$ cat config.mk
export PLATFORM = sky130hd
export DESIGN_NAME = pmq_chain
export DESIGN_NICKNAME = d
export VERILOG_FILES = /design/src/rtl/pmq_pkg.sv /design/src/rtl/pmq_cell.sv /design/src/rtl/pmq_chain.sv
export SDC_FILE = /design/constraint.sdc
export NUM_CORES = 2
export LEC_CHECK = 0
export ABC_CLOCK_PERIOD_IN_PS = 5200
export BUFFER_PORTS_ARGS = -buffer_cell sky130_fd_sc_hd__buf_2
export CORE_AREA = 2 2 589 474
export CTS_CLUSTER_SIZE = 25
export DETAILED_ROUTE_END_ITERATION = 10
export DIE_AREA = 0 0 591 476
export GPL_ROUTABILITY_DRIVEN = 0
export SYNTH_ARGS = -nofsm -noshare
export SYNTH_HDL_FRONTEND = slang
export SYNTH_HIERARCHICAL = 1
export SYNTH_SLANG_ARGS = --single-unit
$ cat constraint.sdc
create_clock -name clk -period 5.2 [get_ports clk]
set_input_delay 0.52 -clock clk [delete_from_list [all_inputs] [get_ports clk]]
set_output_delay 0.52 -clock clk [all_outputs]
set_load 0.01 [all_outputs]
$ cat src/rtl/pmq_pkg.sv
// shared types and constants of the priority message queue
package pmq_pkg;

    typedef enum logic [1:0] {
        OP_SEND = 2'd0,
        OP_RECV = 2'd1,
        OP_ARM  = 2'd2,
        OP_NOP  = 2'd3
    } op_t;

    typedef enum logic [2:0] {
        ST_OK     = 3'd0,
        ST_FULL   = 3'd1,
        ST_EMPTY  = 3'd2,
        ST_BUSY   = 3'd3,
        ST_BADSIG = 3'd4
    } status_t;

    localparam int PAYLOAD_W  = 64;
    localparam int LEN_IN_W   = 8;
    localparam int LEN_W      = 4;
    localparam int PRIO_IN_W  = 5;
    localparam int SIG_W      = 6;
    localparam int COUNT_W    = 6;

    localparam logic [LEN_W-1:0] MAX_LEN_CAP  = 4'd8;
    localparam logic [SIG_W-1:0] SIG_KILL_NUM = 6'd9;
    localparam logic [SIG_W-1:0] SIG_STOP_NUM = 6'd19;
    localparam logic [SIG_W-1:0] SIG_LAST     = 6'd31;

    // per-cycle command broadcast along the chain
    typedef struct packed {
        logic push;
        logic pop;
    } chain_ctrl_t;

endpackage

$ cat src/rtl/pmq_cell.sv
// one slot of the sorted shift chain
module pmq_cell #(
    parameter int PW = 5
) (
    input  logic                  clk,
    input  logic                  rst_n,
    input  pmq_pkg::chain_ctrl_t  ctrl,
    input  logic [63:0]           new_payload,
    input  logic [PW-1:0]         new_prio,
    input  logic [3:0]            new_len,
    input  logic                  left_keep,
    input  logic                  left_valid,
    input  logic [63:0]           left_payload,
    input  logic [PW-1:0]         left_prio,
    input  logic [3:0]            left_len,
    input  logic                  right_valid,
    input  logic [63:0]           right_payload,
    input  logic [PW-1:0]         right_prio,
    input  logic [3:0]            right_len,
    output logic                  keep,
    output logic                  valid,
    output logic [63:0]           payload,
    output logic [PW-1:0]         prio,
    output logic [3:0]            len
);
    import pmq_pkg::*;

    logic          valid_reg, valid_next;
    logic [63:0]   payload_reg, payload_next;
    logic [PW-1:0] prio_reg, prio_next;
    logic [3:0]    len_reg, len_next;

    // entries of equal or higher priority stay put on insertion
    assign keep = valid_reg && (prio_reg >= new_prio);

    always_comb
    begin
        valid_next   = valid_reg;
        payload_next = payload_reg;
        prio_next    = prio_reg;
        len_next     = len_reg;
        priority if (ctrl.pop)
        begin
            valid_next   = right_valid;
            payload_next = right_payload;
            prio_next    = right_prio;
            len_next     = right_len;
        end
        else if (ctrl.push && !keep)
        begin
            priority if (left_keep)
            begin
                valid_next   = 1'b1;
                payload_next = new_payload;
                prio_next    = new_prio;
                len_next     = new_len;
            end
            else
            begin
                valid_next   = left_valid;
                payload_next = left_payload;
                prio_next    = left_prio;
                len_next     = left_len;
            end
        end
    end

    always_ff @(posedge clk or negedge rst_n)
    begin
        if (!rst_n)
        begin
            valid_reg <= 1'b0;
        end
        else
        begin
            valid_reg <= valid_next;
        end
    end

    always_ff @(posedge clk)
    begin
        payload_reg <= payload_next;
        prio_reg    <= prio_next;
        len_reg     <= len_next;
    end

    assign valid   = valid_reg;
    assign payload = payload_reg;
    assign prio    = prio_reg;
    assign len     = len_reg;

endmodule

$ cat src/rtl/pmq_chain.sv
// row of cells sorted by descending priority, head at cell 0
module pmq_chain #(
    parameter int DEPTH = 32,
    parameter int PW    = 5
) (
    input  logic                  clk,
    input  logic                  rst_n,
    input  pmq_pkg::chain_ctrl_t  ctrl,
    input  logic [63:0]           new_payload,
    input  logic [PW-1:0]         new_prio,
    input  logic [3:0]            new_len,
    output logic [63:0]           head_payload,
    output logic [PW-1:0]         head_prio,
    output logic [3:0]            head_len
);
    import pmq_pkg::*;

    logic          keep_w    [DEPTH];
    logic          valid_w   [DEPTH];
    logic [63:0]   payload_w [DEPTH];
    logic [PW-1:0] prio_w    [DEPTH];
    logic [3:0]    len_w     [DEPTH];

    genvar i;
    generate
        for (i = 0; i < DEPTH; i++)
        begin : g_cell
            logic          lk, lv, rv;
            logic [63:0]   lpay, rpay;
            logic [PW-1:0] lpri, rpri;
            logic [3:0]    llen, rlen;

            if (i == 0)
            begin : g_first
                // nothing ranks ahead of the head, so a non-kept head takes the new entry
                assign lk   = 1'b1;
                assign lv   = 1'b0;
                assign lpay = '0;
                assign lpri = '0;
                assign llen = '0;
            end
            else
            begin : g_mid
                assign lk   = keep_w[i-1];
                assign lv   = valid_w[i-1];
                assign lpay = payload_w[i-1];
                assign lpri = prio_w[i-1];
                assign llen = len_w[i-1];
            end

            if (i == DEPTH - 1)
            begin : g_last
                assign rv   = 1'b0;
                assign rpay = '0;
                assign rpri = '0;
                assign rlen = '0;
            end
            else
            begin : g_inner
                assign rv   = valid_w[i+1];
                assign rpay = payload_w[i+1];
                assign rpri = prio_w[i+1];
                assign rlen = len_w[i+1];
            end

            pmq_cell #(.PW(PW)) u_cell (
                .clk           (clk),
                .rst_n         (rst_n),
                .ctrl          (ctrl),
                .new_payload   (new_payload),
                .new_prio      (new_prio),
                .new_len       (new_len),
                .left_keep     (lk),
                .left_valid    (lv),
                .left_payload  (lpay),
                .left_prio     (lpri),
                .left_len      (llen),
                .right_valid   (rv),
                .right_payload (rpay),
                .right_prio    (rpri),
                .right_len     (rlen),
                .keep          (keep_w[i]),
                .valid         (valid_w[i]),
                .payload       (payload_w[i]),
                .prio          (prio_w[i]),
                .len           (len_w[i])
            );
        end
    endgenerate

    assign head_payload = payload_w[0];
    assign head_prio    = prio_w[0];
    assign head_len     = len_w[0];

endmodule

==> out/qor.txt <==
HOLD PATH
----------------------------------------------------------------------------------
Worst Hold End ...................................................... g_cell[1].u_cell/payload[38]
Type of the tightest min-delay check ................................ primary input to register
Cells on Worst Hold Path ............................................            2
Startpoint of the lowest-slack hold path ............................      ctrl[0]

STA
----------------------------------------------------------------------------------
Fmax ................................................................      313 MHz
Unrepaired setup endpoints after global routing .....................           no
Finish-stage setup viols ............................................            0
Final min period ....................................................      3200 ps
Sum of negative setup slack .........................................         0 ps
Final number of max-transition violations ...........................            0
Tcrit/Tclk final ....................................................        61.5%
Tightest Pin Transition .............................................      1090 ps
Hold Vio Cnt, Final .................................................            0
Clock skew ..........................................................      48.3 ps
Relative slew slack .................................................        27.2%
Worst Hold Margin ...................................................       198 ps

DIE
----------------------------------------------------------------------------------
Initial core utilization ............................................        45.8%
Number of cell rows .................................................          173
Core region area ....................................................   276000 µm²
Die area ............................................................   281000 µm²
Boundary Pins .......................................................          150
Die height ..........................................................       476 µm
Die outline width ...................................................       591 µm

CLOCK NETWORK
----------------------------------------------------------------------------------
Register clock-pin slew on the reported worst setup and hold paths ..        60 ps
Source-to-sink clock delay at the later pin of the worst-skew pair ..       920 ps
Maximum number of buffers from clock root to sink ...................            4
Maximum level of the CTS H-tree .....................................            4
Root Buffer Master .................................................. sky130_fd_sc_hd__clkbuf_16
CTS Buf Count .......................................................          241
Sinks on Clock Net ..................................................         2368
Buffer count from post-CTS setup fixing .............................            0
TritonCTS clock tree ................................................        built
Quantity of gates resized following cts .............................            0

PLACED DESIGN
----------------------------------------------------------------------------------
Number of input and output port buffers inserted ....................          149
Hpwl dp .............................................................    210000 µm

GRT
----------------------------------------------------------------------------------
Initial antenna violation count .....................................            7
Vias in the first global route ......................................        88900
Largest net degree at the start of global routing ...................          258
Global-route wire length before repair ..............................    500000 µm
Overall overflow remaining after global route .......................            0
Global routing usage summed across all routing layers ...............        22.0%

PWR
----------------------------------------------------------------------------------
Max VDD drop ........................................................     0.408 mV
Fraction of power consumed by combinational cells ...................        36.2%
Switching share of power ............................................        35.9%
Static Leakage ......................................................    0.0505 µW
Internal power of the cells .........................................     57800 µW
PD cells ............................................................   651 nW/µm²
Power spent charging and discharging nets ...........................     32400 µW
Reg power frac ......................................................        45.0%
Share of power burned in the clock network ..........................        18.8%

FINISH
----------------------------------------------------------------------------------
Final core utilization ..............................................        50.2%
Nets@finish .........................................................        11300
Area grow syn2layout ................................................        9.65%
Proportion of layout cells with a drive suffix above 1 ..............        7.67%
Flip-flop count of the largest register, all copies and words added .         2048

ROUTING
----------------------------------------------------------------------------------
Via count ...........................................................        86500
Routed vias/inst ....................................................         5.80
Final Routed Wirelength .............................................    321000 µm
DR WL/cell ..........................................................      21.5 µm
Drt drc .............................................................            0
Initial DRC Count ...................................................         7412
Antenna viol nets, final ............................................            0
Detailed-routing iteration count for the pre-antenna-repair pass ....            6

OUTCOME
----------------------------------------------------------------------------------
Result of the run ................................................... finished, final reports clean

CRITICAL PATH
----------------------------------------------------------------------------------
FF-to-FF setup slack ................................................      2060 ps
Sort of element at the end of the critical path .....................     register
R2R Path End ........................................................ g_cell[15].u_cell/payload[17]
Largest stage delay on the critical path ............................       870 ps
Kind of start point of the critical path ............................ primary input
Worst Path Arrival ..................................................      3820 ps
Reg2reg start ....................................................... g_cell[14].u_cell/prio[2]
Cell-by-cell trace of the critical path ............................. buf_2, buf_4, ha_1, nor2b_1, o21ai_0, nand3_1, a21oi_4, buf_12, mux2i_1, o21ai_1
Required time of the critical path ..................................      5820 ps
Slowest stage cell, crit path ....................................... sky130_fd_sc_hd__a21oi_4
Classification of the worst setup path .............................. primary input to register
Critical Path Fanout Max ............................................           30
FF-to-FF path depth .................................................            8

LOGIC SYNTHESIS
----------------------------------------------------------------------------------
Synth Area per Inst .................................................     11.4 µm²
Mapped Cells ........................................................        11000
Number of warnings reported in the yosys synthesis log ..............            6
Post-synthesis instance area ........................................   126000 µm²

FLOW RUN
----------------------------------------------------------------------------------
Max Cap Violations ..................................................            0

## worst max-delay path by stage
| stage | from | end | slack, ps | cells after the start |
|---|---|---|---|---|
| 2_1_floorplan | new_prio[2] | g_cell[0].u_cell/len[0] | 420 | 6 |
| 3_3_place_gp | new_prio[0] | g_cell[15].u_cell/payload[17] | 1180 | 10 |
| 3_5_place_dp | new_prio[0] | g_cell[15].u_cell/payload[17] | 1150 | 10 |
| 4_1_cts | new_prio[0] | g_cell[15].u_cell/payload[17] | 2100 | 10 |
| 5_1_grt | new_prio[0] | g_cell[15].u_cell/payload[31] | 1870 | 10 |
| 6_report | new_prio[0] | g_cell[15].u_cell/payload[17] | 2000 | 10 |
## cells in the final DEF, fill, tap and decap left out, types with 3 or more instances in the layout
| cell | n |
|---|---|
| sky130_fd_sc_hd__edfxtp_1 | 2336 |
| sky130_fd_sc_hd__a21oi_1 | 63 |
| sky130_fd_sc_hd__nor3_1 | 64 |
| sky130_fd_sc_hd__o21ai_0 | 1824 |
| sky130_fd_sc_hd__o21ai_1 | 544 |
| sky130_fd_sc_hd__mux2i_1 | 2336 |
| sky130_fd_sc_hd__nor4b_2 | 32 |
| sky130_fd_sc_hd__clkinv_1 | 62 |
| sky130_fd_sc_hd__diode_2 | 3 |
| sky130_fd_sc_hd__nor2b_4 | 32 |
| sky130_fd_sc_hd__buf_2 | 148 |
| sky130_fd_sc_hd__inv_1 | 192 |
| sky130_fd_sc_hd__a221oi_2 | 32 |
| sky130_fd_sc_hd__clkinvlp_4 | 4 |
| sky130_fd_sc_hd__nor2b_1 | 64 |
| sky130_fd_sc_hd__nand2_1 | 2432 |
| sky130_fd_sc_hd__clkinv_2 | 36 |
| sky130_fd_sc_hd__nand3_1 | 31 |
| sky130_fd_sc_hd__ha_1 | 160 |
| sky130_fd_sc_hd__clkbuf_16 | 244 |
| sky130_fd_sc_hd__buf_12 | 123 |
| sky130_fd_sc_hd__a21oi_4 | 31 |
| sky130_fd_sc_hd__clkbuf_1 | 60 |
| sky130_fd_sc_hd__conb_1 | 150 |
| sky130_fd_sc_hd__bufinv_16 | 17 |
| sky130_fd_sc_hd__nor2_4 | 32 |
| sky130_fd_sc_hd__dfrtp_1 | 32 |
| sky130_fd_sc_hd__a211o_1 | 32 |
| sky130_fd_sc_hd__buf_4 | 126 |
## repair_timing
item	4_1_cts	5_1_grt
hold buffers	1	0
endpoints found under the setup margin	0	0
hold endpoints to repair	32	0
## worst max-delay path, delay by kind of cell
family	cells	cell delay [ps]
muxes	1	280
adders and majority gates	1	160
buffers and inverters	3	1260
and+or+nand+nor	2	220
AOI/OAI and AO/OA	3	1240
## through the flow
step / setup slack (ps) / power (µW) / cell area [µm²] / cells
final: 2000 / 90100 / 138000 / 14900
after CTS: 2100 / 90500 / 138000 / 14900
after global placement: 1180 / 72300 / 131000 / 14500
after floorplan: 422 / 63200 / 127000 / 11200
after detailed placement: 1150 / 73300 / 131000 / 14500
after global routing: 1870 / 95500 / 138000 / 14900
## layout make-up
type / instances / area, µm²
fillers: 24600 / 138000
clock buffers: 306 / 6360
inverters: 192 / 721
multi-input cells: 7859 / 50700
repair buffers: 398 / 4160
well taps: 3675 / 4600
diodes: 3 / 7.51
clock inverters: 123 / 998
flip-flops and latches: 2368 / 70900
## metal layers
layer  global-route usage (%)  share of wire, %
met1                     31.6                47
met2                     36.1                47
met3                     2.30               4.3
met4                     4.57               1.7
met5                        0            0.0034
## power by group through the flow
stage / combinational (µW) / sequential, µW / clock, µW
floorplan: 24200 / 39000 / 0
global placement: 31600 / 40700 / 0
detailed placement: 32500 / 40800 / 0
CTS: 32600 / 40600 / 17300
global route: 35700 / 41700 / 18000
finish: 32700 / 40600 / 16900
Power figures use the tool's default switching activity.
